$ cat src/rtl/pdsfmd_pkg.sv
`timescale 1ns / 1ps
// ----------------------------------------------------------------------------
// pdsfmd_pkg
// Shared widths, codes and control structs of the four-motor PD steering block.
// ----------------------------------------------------------------------------
package pdsfmd_pkg;
    localparam int SAMPLE_BITS     = 12;
    localparam int ERROR_FRAC_BITS = 14;
    localparam int ERR_W           = ERROR_FRAC_BITS + 2;
    localparam int NUM_W           = SAMPLE_BITS + 1 + ERROR_FRAC_BITS;
    localparam int SUM_W           = SAMPLE_BITS + 1;
    localparam int QUO_W           = NUM_W;
    localparam int DIV_STEPS       = NUM_W;
    localparam int DCNT_W          = $clog2(DIV_STEPS + 1);
    localparam int GAIN_W          = 12;
    localparam int PROD_W          = ERR_W + 1 + GAIN_W + 1;
    localparam int ACC_W           = PROD_W + 1;
    localparam int STEER_SHIFT     = ERROR_FRAC_BITS + 4;
    localparam int DUTY_W          = 7;
    localparam int DIR_W           = 2;
    localparam int CFG_IDX_W       = 2;
    localparam int CFG_DATA_W      = 12;
    localparam int WORK_W          = 12;

    localparam logic [CFG_IDX_W-1:0] REG_BASE_SPEED = 2'd0;
    localparam logic [CFG_IDX_W-1:0] REG_PROP_GAIN  = 2'd1;
    localparam logic [CFG_IDX_W-1:0] REG_DERIV_GAIN = 2'd2;
    localparam logic [CFG_IDX_W-1:0] REG_OFFTRACK   = 2'd3;

    localparam logic [DIR_W-1:0] DIR_BRAKE = 2'd0;
    localparam logic [DIR_W-1:0] DIR_FWD   = 2'd1;
    localparam logic [DIR_W-1:0] DIR_REV   = 2'd2;

    typedef struct packed {
        logic load;      // capture input item, set up divider
        logic div_step;  // one restoring division step
        logic mul_p;     // e * prop_gain into accumulator
        logic mul_d;     // add d * deriv_gain
        logic finish;    // form duties and directions
    } pdsfmd_cmd_t;

    typedef struct packed {
        logic div_done;
    } pdsfmd_sts_t;
endpackage

$ cat src/rtl/pd_steering_four_motor_drive_unit.sv
`timescale 1ns / 1ps
// ----------------------------------------------------------------------------
// pd_steering_four_motor_drive_unit
// Difference-over-sum PD steering for a four-motor car.
// ----------------------------------------------------------------------------
// Each item goes through a load step, 27 steps of the restoring divider for
// (L-R)*2^14/(L+R), a check that the divider is done, two passes of the shared
// gain multiplier and a step that forms the duties; the result is then held
// until taken and the next item is accepted in the cycle after that.
module pd_steering_four_motor_drive_unit (
    input  logic        aclk,
    input  logic        aresetn,
    input  logic        s_tvalid,
    output logic        s_tready,
    input  logic [23:0] s_tdata,   // left_sample[11:0], right_sample[23:12]
    input  logic        s_tuser,   // stop_request
    output logic        m_tvalid,
    input  logic        m_tready,
    output logic [39:0] m_tdata,   // fl_duty, fr_duty, rl_duty, rr_duty (7b each),
                                   // fl_dir, fr_dir, rl_dir, rr_dir (2b each), 4b zero
    input  logic        cfg_valid,
    output logic        cfg_ready,
    input  logic [1:0]  cfg_index,
    input  logic [11:0] cfg_data
);
    import pdsfmd_pkg::*;

    pdsfmd_cmd_t cmd;
    pdsfmd_sts_t sts;
    logic [DUTY_W-1:0] ld, rd;
    logic [DIR_W-1:0]  ldir, rdir;

    assign cfg_ready = 1'b1;

    pdsfmd_ctrl u_ctrl (
        .aclk, .aresetn,
        .in_valid(s_tvalid), .in_ready(s_tready),
        .out_valid(m_tvalid), .out_ready(m_tready),
        .cmd, .sts
    );

    pdsfmd_datapath u_dp (
        .aclk, .aresetn, .cmd, .sts,
        .left_sample(s_tdata[11:0]), .right_sample(s_tdata[23:12]),
        .stop_request(s_tuser),
        .cfg_we(cfg_valid), .cfg_idx(cfg_index), .cfg_data(cfg_data),
        .left_duty(ld), .right_duty(rd), .left_dir(ldir), .right_dir(rdir)
    );

    assign m_tdata = {4'b0, rdir, ldir, rdir, ldir, rd, ld, rd, ld};
endmodule

$ cat src/rtl/pdsfmd_datapath.sv
`timescale 1ns / 1ps
// ----------------------------------------------------------------------------
// pdsfmd_datapath
// Serial divider, shared gain multiplier and duty/direction rules.
// ----------------------------------------------------------------------------
module pdsfmd_datapath (
    input  logic                                   aclk,
    input  logic                                   aresetn,
    input  pdsfmd_pkg::pdsfmd_cmd_t                cmd,
    output pdsfmd_pkg::pdsfmd_sts_t                sts,
    input  logic [pdsfmd_pkg::SAMPLE_BITS-1:0]     left_sample,
    input  logic [pdsfmd_pkg::SAMPLE_BITS-1:0]     right_sample,
    input  logic                                   stop_request,
    input  logic                                   cfg_we,
    input  logic [pdsfmd_pkg::CFG_IDX_W-1:0]       cfg_idx,
    input  logic [pdsfmd_pkg::CFG_DATA_W-1:0]      cfg_data,
    output logic [pdsfmd_pkg::DUTY_W-1:0]          left_duty,
    output logic [pdsfmd_pkg::DUTY_W-1:0]          right_duty,
    output logic [pdsfmd_pkg::DIR_W-1:0]           left_dir,
    output logic [pdsfmd_pkg::DIR_W-1:0]           right_dir
);
    import pdsfmd_pkg::*;

    logic [DUTY_W-1:0]      base_reg;
    logic [GAIN_W-1:0]      pgain_reg, dgain_reg;
    logic [SAMPLE_BITS-1:0] offtrk_reg;
    logic signed [ERR_W-1:0] prev_err_reg;

    logic [SAMPLE_BITS-1:0] l_reg, r_reg;
    logic                   stop_reg, neg_reg, zero_reg;
    logic [SUM_W-1:0]       den_reg;
    logic [NUM_W-1:0]       num_reg;
    logic [SUM_W:0]         rem_reg;
    logic [DCNT_W-1:0]      cnt_reg;
    logic signed [ACC_W-1:0] acc_reg;
    logic signed [ERR_W-1:0] err_reg;

    always_ff @(posedge aclk) begin
        if (!aresetn) begin
            base_reg     <= DUTY_W'(50);
            pgain_reg    <= GAIN_W'(800);
            dgain_reg    <= GAIN_W'(160);
            offtrk_reg   <= SAMPLE_BITS'(200);
            prev_err_reg <= '0;
        end else begin
            if (cfg_we) begin
                case (cfg_idx)
                    REG_BASE_SPEED: base_reg   <= cfg_data[DUTY_W-1:0];
                    REG_PROP_GAIN:  pgain_reg  <= cfg_data[GAIN_W-1:0];
                    REG_DERIV_GAIN: dgain_reg  <= cfg_data[GAIN_W-1:0];
                    REG_OFFTRACK:   offtrk_reg <= cfg_data[SAMPLE_BITS-1:0];
                    default: ;
                endcase
            end
            if (cmd.mul_d) prev_err_reg <= err_reg;
        end
    end

    // divider: magnitude of (L-R)<<F over L+R, restoring, one bit per step
    logic [SAMPLE_BITS-1:0] mag;
    logic [SUM_W:0]         trial;
    assign mag   = (left_sample >= right_sample) ? left_sample - right_sample
                                                 : right_sample - left_sample;
    assign trial = {rem_reg[SUM_W-1:0], num_reg[NUM_W-1]};
    assign sts.div_done = (cnt_reg == DCNT_W'(DIV_STEPS));

    // quotient bits collect in num_reg as it shifts
    logic signed [ERR_W-1:0] e_now;
    assign e_now = zero_reg ? '0 :
        (neg_reg ? -ERR_W'(num_reg) : ERR_W'(num_reg));

    logic signed [ERR_W:0]    d_now;
    logic signed [ERR_W:0]    mop;
    logic signed [GAIN_W:0]   gop;
    logic signed [PROD_W-1:0] prod;
    assign d_now = ERR_W'(0) + ({err_reg[ERR_W-1], err_reg} -
                                {prev_err_reg[ERR_W-1], prev_err_reg});
    assign mop  = cmd.mul_p ? {e_now[ERR_W-1], e_now} : d_now;
    assign gop  = cmd.mul_p ? {1'b0, pgain_reg} : {1'b0, dgain_reg};
    assign prod = PROD_W'(mop * gop);

    always_ff @(posedge aclk) begin
        if (!aresetn) begin
            cnt_reg <= '0;
        end else if (cmd.load) begin
            l_reg    <= left_sample;
            r_reg    <= right_sample;
            stop_reg <= stop_request;
            neg_reg  <= right_sample > left_sample;
            den_reg  <= SUM_W'(left_sample) + SUM_W'(right_sample);
            zero_reg <= (left_sample == '0) && (right_sample == '0);
            num_reg  <= {1'b0, mag, ERROR_FRAC_BITS'(0)};
            rem_reg  <= '0;
            cnt_reg  <= '0;
        end else if (cmd.div_step) begin
            if (trial >= {1'b0, den_reg}) begin
                rem_reg <= trial - {1'b0, den_reg};
                num_reg <= {num_reg[NUM_W-2:0], 1'b1};
            end else begin
                rem_reg <= trial;
                num_reg <= {num_reg[NUM_W-2:0], 1'b0};
            end
            cnt_reg <= cnt_reg + 1'b1;
        end
        if (cmd.mul_p) begin
            err_reg <= e_now;
            acc_reg <= ACC_W'(prod);
        end else if (cmd.mul_d) begin
            acc_reg <= acc_reg + ACC_W'(prod);
        end
    end

    // truncate toward zero
    logic signed [ACC_W-1:0] acc_adj, st_full;
    logic signed [WORK_W-1:0] st, lft0, rgt0, lft1, rgt1, lft2, rgt2, lp, rp;
    logic [DIR_W-1:0] ld, rd;
    assign acc_adj = acc_reg[ACC_W-1] ? acc_reg + ACC_W'((1 << STEER_SHIFT) - 1) : acc_reg;
    assign st_full = acc_adj >>> STEER_SHIFT;
    assign st      = WORK_W'(st_full);
    assign lp      = WORK_W'(100) - (st <<< 1);
    assign rp      = WORK_W'(100) + (st <<< 1);

    function automatic logic [DUTY_W-1:0] clamp_duty(input logic signed [WORK_W-1:0] v);
        if (v < 1) return '0;
        else if (v > 99) return DUTY_W'(100);
        else return v[DUTY_W-1:0];
    endfunction

    always_comb begin
        lft0 = WORK_W'({1'b0, base_reg}) - st;
        rgt0 = WORK_W'({1'b0, base_reg}) + st;
        rgt1 = (lft0 > 99) ? rp : rgt0;
        lft1 = (rgt1 > 99) ? lp : lft0;
        lft2 = lft1;
        rgt2 = rgt1;
        ld = DIR_BRAKE;
        rd = DIR_BRAKE;
        if (!stop_reg) begin
            ld = DIR_FWD;
            rd = DIR_FWD;
            if (lft1 < 0) begin
                lft2 = -lp;
                ld   = DIR_REV;
            end
            if (rgt1 < 0) begin
                rgt2 = -rp;
                rd   = DIR_REV;
            end
        end
    end

    logic offtrk;
    assign offtrk = (l_reg < offtrk_reg) && (r_reg < offtrk_reg);

    always_ff @(posedge aclk) begin
        if (cmd.finish) begin
            left_duty  <= offtrk ? '0 : clamp_duty(lft2);
            right_duty <= offtrk ? '0 : clamp_duty(rgt2);
            left_dir   <= ld;
            right_dir  <= rd;
        end
    end
endmodule

$ cat src/rtl/pdsfmd_ctrl.sv
`timescale 1ns / 1ps
// ----------------------------------------------------------------------------
// pdsfmd_ctrl
// Sequencer: accept, divide, multiply twice, finish, hold result.
// ----------------------------------------------------------------------------
module pdsfmd_ctrl (
    input  logic                    aclk,
    input  logic                    aresetn,
    input  logic                    in_valid,
    output logic                    in_ready,
    output logic                    out_valid,
    input  logic                    out_ready,
    output pdsfmd_pkg::pdsfmd_cmd_t cmd,
    input  pdsfmd_pkg::pdsfmd_sts_t sts
);
    import pdsfmd_pkg::*;

    typedef enum logic [2:0] {S_IDLE, S_DIV, S_MULP, S_MULD, S_FIN, S_OUT} state_t;
    state_t state_reg, state_next;
    logic   ovalid_reg, ovalid_next;

    assign in_ready  = (state_reg == S_IDLE) && !ovalid_reg;
    assign out_valid = ovalid_reg;

    always_comb begin
        cmd = '0;
        state_next  = state_reg;
        ovalid_next = ovalid_reg;
        case (state_reg)
            S_IDLE: if (in_valid && in_ready) begin
                cmd.load   = 1'b1;
                state_next = S_DIV;
            end
            S_DIV: if (sts.div_done) state_next = S_MULP;
                   else cmd.div_step = 1'b1;
            S_MULP: begin
                cmd.mul_p  = 1'b1;
                state_next = S_MULD;
            end
            S_MULD: begin
                cmd.mul_d  = 1'b1;
                state_next = S_FIN;
            end
            S_FIN: begin
                cmd.finish  = 1'b1;
                ovalid_next = 1'b1;
                state_next  = S_OUT;
            end
            S_OUT: if (out_ready) begin
                ovalid_next = 1'b0;
                state_next  = S_IDLE;
            end
            default: state_next = S_IDLE;
        endcase
    end

    always_ff @(posedge aclk) begin
        if (!aresetn) begin
            state_reg  <= S_IDLE;
            ovalid_reg <= 1'b0;
        end else begin
            state_reg  <= state_next;
            ovalid_reg <= ovalid_next;
        end
    end
endmodule

$ cat config.mk
export PLATFORM = sky130hd
export DESIGN_NAME = pd_steering_four_motor_drive_unit
export DESIGN_NICKNAME = d
export VERILOG_FILES = /design/src/rtl/pdsfmd_pkg.sv /design/src/rtl/pd_steering_four_motor_drive_unit.sv /design/src/rtl/pdsfmd_datapath.sv /design/src/rtl/pdsfmd_ctrl.sv
export SDC_FILE = /design/constraint.sdc
export NUM_CORES = 1
export LEC_CHECK = 0
export ABC_AREA = 1
export BUFFER_PORTS_ARGS = -buffer_cell sky130_fd_sc_hd__buf_2
export CORE_MARGIN = 2
export CORE_UTILIZATION = 40
export DETAILED_ROUTE_END_ITERATION = 10
export MAX_ROUTING_LAYER = met4
export PLACE_DENSITY = 0.67
export SLEW_MARGIN = 20
export SYNTH_ARGS = -nofsm -noshare
export SYNTH_HDL_FRONTEND = slang
export SYNTH_SLANG_ARGS = --single-unit
$ cat constraint.sdc
create_clock -name aclk -period 18.05 [get_ports aclk]
set_input_delay 0.9025 -clock aclk [delete_from_list [all_inputs] [get_ports aclk]]
set_output_delay 0.9025 -clock aclk [all_outputs]
set_load 0.02 [all_outputs]
After elaboration in Yosys (flattened, before gate mapping)
Index checks and enable logic that the tools add are counted.
- register bits after elaboration: 213
- logic and storage cells: 128
- add/sub/neg operators: 15
- multiply operators: 1
- $lt $le $gt $ge: 13
- eq/ne operators: 12
- multiplexer cells: 36
- bitwise gates (word level): 1
- reductions and logical operators: 25
- operator list (operator ; number):
    $mux W12 ; 8
    $mux W31 ; 2
    $gt A12 B8 Y1 const B ; 4
    $mux W16 ; 2
    $add A31 B30 Y31 ; 1
    $add A30 B19 Y30 const B ; 1
    $mul A17 B13 Y30 ; 1
    $mux W30 ; 1
    $mux W27 ; 1
    $mux W13 ; 2
    $mux W26 ; 1
    $logic_not A12 Y1 ; 2
    $lt A12 B1 Y1 const B ; 2
    $lt A12 B12 Y1 ; 2
    $lt A12 B2 Y1 const B ; 2
    $neg A12 Y12 ; 2
    $sub A12 B12 Y12 ; 2
    $pmux W3 S6 ; 1
    $mux W17 ; 1
    $sub A16 B16 Y17 ; 1
    $neg A16 Y16 ; 1
    $ge A14 B13 Y1 ; 1
    $mux W7 ; 2
    $reduce_and A2 Y1 ; 7
    other kinds (29) ; 53

Longest topological paths before layout
Gate-level depths: netlist of the first run.
- depth in word-level cells: 12
- gate-level depth with buffers: 58
- mapped depth without buffers: 58

Modules after synthesis
From an unflattened synthesis of the first run, not the netlist that was laid out.
- cell total of the unflattened synthesis: 2822
- area total of the unflattened synthesis: 22639.2 um^2
- modules (own cells, without submodules) (module ; times used ; cells each ; area each (um^2) ; sequential area each (um^2)):
    pdsfmd_datapath ; 1 ; 2757 ; 22210.1 ; 5635.4
    pdsfmd_ctrl ; 1 ; 40 ; 249.0 ; 80.1
    pd_steering_four_motor_drive_unit ; 1 ; 25 ; 180.2 ; 0.0

Worst setup path before layout of the first run
OpenSTA, ideal clock, no wires.
- path kind: register to register
- start: reg u_ctrl.state_reg[1]
- end: reg u_dp.acc_reg[30] (data pin)
- library setup time: 0.265 ns
- arrival: 9.145 ns
- slack: 8.639 ns
- cell stages (with the launch flop): 49
- path buffers: 2
- clock period less this slack: 9.411 ns
- path through: dfxtp_1 inv_1 nor2_1 nand2_1 clkbuf_1 o21ai_1 clkbuf_1 nand2_1 fa_1 inv_1 fa_1 fa_1 inv_1 fa_1 fa_1 inv_1 ha_1 nand2_1 (+13 left out) nand2_1 nand2_1 nand2_1 nand2_1 nand2_1 nand2_1 nand2_1 nand2_1 xor2_1 inv_1 ha_1 inv_1 nor3_1 nand2_1 nand2_1 a21oi_1 o21ai_0 xor2_1
- cells in the longest elaborated chain, start to end: 7
- ends and longest elaborated chain (what ; line ; source):
    from (decl) ; pdsfmd_ctrl.sv:19 ; state_t state_reg, state_next;
    from (signal assigned) ; pdsfmd_ctrl.sv:62 ; state_reg <= state_next;
    $eq A3 B2 Y1 (*) ; pdsfmd_ctrl.sv:29 ; case (state_reg)
    $mux W1 (*) ; pdsfmd_ctrl.sv:29 ;
    $mux W17 / $mux W12 (equally long branches) ; pdsfmd_datapath.sv:78, pdsfmd_datapath.sv:79 ;
    $mul A17 B13 Y30 ; pdsfmd_datapath.sv:80 ; assign prod = PROD_W'(mop * gop);
    $add A31 B30 Y31 ; pdsfmd_datapath.sv:109 ; acc_reg <= acc_reg + ACC_W'(prod);
    $mux W31 ; pdsfmd_datapath.sv:108 ; end else if (cmd.mul_d) begin
    $mux W31 (*) ; pdsfmd_datapath.sv:105 ; if (cmd.mul_p) begin
    to (signal assigned) ; pdsfmd_datapath.sv:107 ; acc_reg <= ACC_W'(prod);
    to (signal assigned) ; pdsfmd_datapath.sv:109 ;
    to (decl) ; pdsfmd_datapath.sv:35 ; logic signed [ACC_W-1:0] acc_reg;
Mark *: on every way between the ends. The rest lies on a longest branch, timed or not. The select of a mux whose other input is x is not followed.
A chain may end at the register's enable or synchronous reset.

Worst setup path in the final report of the first run
- start: reg u_ctrl.state_reg[1]
- end: reg u_dp.acc_reg[28] (data pin)
The elaborated chain is that of the path after synthesis.

==> qor.txt, run 1 <==
Routed length per instance -> 14.1 um
DR vias/cell -> 4.89
Total gr overflow -> 0
Setup CP Type -> reg2reg
Min setup slack post-route -> 8450 ps
Max Freq -> 0.104 GHz
Clk root buf -> clkbuf_16
Unrepaired setup endpoints after global routing -> false
Setup Fix Bufs, Post-CTS -> 0
Fin crit period -> 9600 ps
Cell count after synthesis -> 2803
Setup_tns -> 0 ps
Cell variety after synth -> 59
Port Buffers -> 81
Chip width -> 242 um
Worst Setup Start Kind -> register
Slew Limit Fails -> 0
Filler cells -> 5606
Max reg flops -> 31
Met3 usage -> 0.0212
Critical path depth -> 38
HP Class -> reg2reg
Slowest cell delay on critical path -> 600 ps
CTS Buffer Depth -> 3
Hold path depth -> 2
Hold Buf Count CTS -> 0
Number of synthesized flops with an enable pin -> 145
Worst Path Max Fanout -> 65
Commonest non-fill, non-tap cell in the layout -> nand2_1
Most used routing layer -> met2
Die ar. -> 58500 um2
Kind of end point of the critical path -> register
Top cells by area, synth -> edfxtp_1 (19%), fa_1 (17%), ha_1 (11%)
Status -> finished, final reports clean
Die height -> 242 um
Pre-CTS WS -> 8390 ps
Met2 Use GR -> 0.304
Seq/Total Area, Yosys -> 0.252
Final hold violation count -> 0
Clk_lat worst skew -> 560 ps
M1 GR Usage -> 0.233
First-pass GRT wire length -> 85900 um
Delay-heaviest family, CP -> adder cells
Worst slew pin tran -> 1010 ps
Total Wirelength -> 51100 um
Synth Cell Area -> 22600 um2
Clock Pin Slew Worst Setup and Hold Paths -> 70 ps
Crit path required time -> 18330 ps
Final HPWL from detailed placement -> 41200 um
Cell Area, Placed -> 23800 um2
DRT iter0 DRCs -> 1061
Warnings from Yosys -> 0
Clock tree sinks -> 213
H-Tree Level Count -> 1
TritonRoute pass-1 iters -> 5
Synth area leader -> edfxtp_1
Synth top area share -> 0.192
Hold_ws -> 449 ps
Residual DRC -> 0
Routed Antenna Nets -> 0
Initial Util -> 0.403
Post_cts resized -> 0
Num CTS Buffers -> 25
Share of flip-flops with an asynchronous set or reset -> 0
Max_cap viols -> 0
Most frequent cells in the layout -> nand2_1 (512), inv_1 (507), nor2_1 (263)
Mean Syn Cell Area -> 8.08 um2
All-Layer GR Usage -> 0.181
Total number of vias -> 17.7k
Layout Skew -> 15.0 ps
Crit path buf inv count -> 9
Critical path's slowest cell -> buf_4
Rel. slew slack -> 0.329
Core Region -> 56200 um2
Register bit total from synthesis -> 213
Post-route cell area -> 24700 um2
Largest net degree at the start of global routing -> 66
Row count -> 87
Worst EP arrival -> 9890 ps
Register-to-Register Path Depth -> 38
Vias in the first global route -> 17.6k
Initial antenna violation count -> 1
Final setup viols -> 0
Placer Congestion -> 0.912
Area grow syn2layout -> 8.87%
IO Count -> 87
Main flop type after synthesis -> edfxtp_1
CTS tree -> built
Nets -> 3299
Final Cycle Share -> 0.532
Share of layout cells above drive strength 1 -> 0.0794
## metrics by stage
stage	utilization	std cells
3_5_place_dp	0.423	3580
2_1_floorplan	-	2806
4_1_cts	0.439	3626
5_1_grt	0.439	3627
3_3_place_gp	0.423	3580
6_report	0.439	3627
## worst paths after layout
path	end	slack, ps	startpoint
worst max register to register	u_dp.acc_reg[28]	8450	u_ctrl.state_reg[1]
worst max-delay path	u_dp.acc_reg[28]	8450	u_ctrl.state_reg[1]
worst min register to register	u_dp.prev_err_reg[0]	450	u_dp.prev_err_reg[0]
worst min-delay path	u_dp.prev_err_reg[0]	450	u_dp.prev_err_reg[0]
## per-layer routing
layer | share of wire | vias to the layer above
met2 | 0.47 | 322
met4 | 0.029 | 0
li1 | - | 9008
met5 | 0 | -
met3 | 0.040 | 80
met1 | 0.46 | 8338
## worst register-to-register path: cells and delay by family (launching register included)
family,cells,cell delay [ps]
adder cells (fa/ha/maj),7,3000
buffers and inverters,9,2150
flip-flops,1,370
AND/OR/NAND/NOR,11,1500
AO/OA/AOI/OAI,9,2000
XOR/XNOR,2,300
## Yosys cell counts, types with 14 or more instances
| library cell | count |
|---|---|
| nand2_1 | 512 |
| inv_1 | 508 |
| nor2_1 | 266 |
| ha_1 | 208 |
| fa_1 | 196 |
| a21oi_1 | 193 |
| o21ai_0 | 176 |
| edfxtp_1 | 145 |
| xor2_1 | 94 |
| dfxtp_1 | 68 |
| nand3_1 | 68 |
| clkbuf_1 | 52 |
| nor3_1 | 31 |
| xnor2_1 | 31 |
| buf_4 | 24 |
| nand4_1 | 21 |
| o21bai_1 | 20 |
| nand2_2 | 15 |
| o211ai_1 | 14 |
## cells by family (layout without fill, tap and decap cells)
kind of cell | Yosys count | in the layout | share of synthesized area
AOI/OAI and AO/OA | 468 | 468 | 0.113
xor gates and xnor gates | 130 | 130 | 0.0524
adders and majority gates | 404 | 404 | 0.288
buffers and inverters | 605 | 669 | 0.105
DFF | 213 | 213 | 0.252
muxes | 6 | 6 | 0.00276
other | 2 | 6 | 0.000332
and+or+nand+nor | 975 | 975 | 0.186
## area by class of cell
class | instances | area [um2] | share of cell area
inverters | 523 | 1970 | 0.0797
multi-input cells | 1988 | 14600 | 0.591
clock inverters | 16 | 189 | 0.00766
clock buffers | 30 | 708 | 0.0287
well taps | 756 | 946 | 0.0384
repair buffers | 100 | 548 | 0.0222
diodes | 1 | 2.50 | 0.000101
flip-flops and latches | 213 | 5720 | 0.232
Power of run 1 is left out: the tool's default activity adds up to more than one toggle a clock period on the data nets, which glitch-free logic cannot reach.
==> inputs of run 2 (changes only) <==
- clock period: 18.05 -> 9.9 ns (I/O delays scaled with it)
==> run 2 against run 1 <==
Net effect: utilization is essentially flat; register-to-register slack worse by 7500 ps; maximum frequency is 7.6% higher; worst setup slack got worse by 7500 ps; clock skew grew 1.8 ps; final cell count increased by 0.14%; non-clock buffer count rose by 5; critical endpoint unchanged; highest routed layer unchanged.
==> qor.txt, run 2 (same netlist as run 1, synthesis figures left out) <==
DR vias/cell -> 4.85
First-pass GRT wire length -> 85700 um
Placer Congestion -> 0.904
TritonRoute pass-1 iters -> 7
Residual DRC -> 0
Die height -> 242 um
Clk root buf -> clkbuf_16
Min setup slack post-route -> 974 ps
Total Wirelength -> 50600 um
Area grow syn2layout -> 8.95%
Critical path's slowest cell -> fa_1
Max_cap viols -> 0
DRT iter0 DRCs -> 916
Unrepaired setup endpoints after global routing -> false
All-Layer GR Usage -> 0.180
Final Cycle Share -> 0.902
CTS Buffer Depth -> 3
Worst EP arrival -> 9210 ps
Worst r2r dst -> u_dp.acc_reg[28]
Vias in the first global route -> 17.5k
Worst Path Max Fanout -> 5
Most frequent cells in the layout -> nand2_1 (509), inv_1 (503), nor2_1 (261)
Fin crit period -> 8930 ps
Total number of vias -> 17.6k
Reg2Reg Setup Slack -> 970 ps
Setup CP Type -> reg2reg
Worst slew pin tran -> 920 ps
Ant diodes -> 0
Slew Limit Fails -> 0
Port Buffers -> 81
Rel. slew slack -> 0.387
Routed length per instance -> 13.9 um
Worst Setup Start Kind -> register
Largest net degree at the start of global routing -> 60
Layout Skew -> 16.8 ps
Num CTS Buffers -> 25
Clock tree sinks -> 213
HP Start -> s_tuser
Worst r2r src -> u_dp.err_reg[0]
Total gr overflow -> 0
Crit path required time -> 10180 ps
Kind of end point of the critical path -> register
Die ar. -> 58500 um2
Initial antenna violation count -> 0
Register-to-Register Path Depth -> 46
Final hold violation count -> 0
Setup_tns -> 0 ps
Final HPWL from detailed placement -> 41300 um
Slowest cell delay on critical path -> 520 ps
HP Class -> in2reg
Max Freq -> 0.112 GHz
Chip width -> 242 um
CTS tree -> built
Crit path buf inv count -> 9
Filler cells -> 5587
Max reg flops -> 31
Core Region -> 56200 um2
Hold Path Sink -> u_dp.stop_reg
Clock Pin Slew Worst Setup and Hold Paths -> 60 ps
Commonest non-fill, non-tap cell in the layout -> nand2_1
Clk_lat worst skew -> 560 ps
Hold_ws -> 117 ps
Row count -> 87
Pre-CTS WS -> 459 ps
Initial Util -> 0.403
Delay-heaviest family, CP -> adder cells
Share of layout cells above drive strength 1 -> 0.0845
Routed Antenna Nets -> 0
IO Count -> 87
H-Tree Level Count -> 1
Hold path depth -> 1
Status -> finished, final reports clean
Nets -> 3305
Final setup viols -> 0
[run 2: final cells by class]
type / count / area [um2] / share of cell area
clock buffer: 32 / 693 / 0.0281
clock inverter: 14 / 121 / 0.00492
inverter: 523 / 1980 / 0.0801
multi-input combinational: 1988 / 14600 / 0.592
sequential: 213 / 5720 / 0.232
tap: 756 / 946 / 0.0383
timing repair buffer: 105 / 618 / 0.0250
timing repair inverter: 1 / 5.00 / 0.000203
[run 2: what timing repair did]
action | in CTS | in global routing
endpoints found under the setup margin | 0 | 5
gates resized for setup | 0 | 19
hold buffers | 0 | 0
hold endpoints to repair | 0 | 0
setup buffers | 0 | 5
[run 2: stage by stage]
step                utilization  cell area (um2)  std cells
floorplan                     -            22700       2806
global placement          0.423            23800       3579
detailed placement        0.423            23800       3579
CTS                       0.438            24600       3625
global route              0.439            24700       3632
finish                    0.439            24700       3632
[run 2: worst max path at each step]
stage / start / to / slack (ps) / depth (start not counted)
final: u_dp.err_reg[0] / u_dp.acc_reg[28] / 970 / 46
after global routing: u_dp.err_reg[0] / u_dp.acc_reg[30] / 40 / 54
after CTS: u_dp.err_reg[0] / u_dp.acc_reg[28] / 480 / 46
after detailed placement: u_dp.err_reg[0] / u_dp.acc_reg[28] / 460 / 46
after global placement: u_dp.err_reg[0] / u_dp.acc_reg[28] / 610 / 46
after floorplan: u_ctrl.state_reg[1] / u_dp.acc_reg[30] / 490 / 48
[run 2: per-layer routing]
layer / share of wire / up-vias / GRT usage
li1: - / 9010 / -
met1: 0.45 / 8197 / 0.228
met5: 0 / - / -
met3: 0.042 / 78 / 0.0230
met2: 0.48 / 318 / 0.307
met4: 0.022 / 0 / 0.0421
Power of run 2 is left out for the same reason.
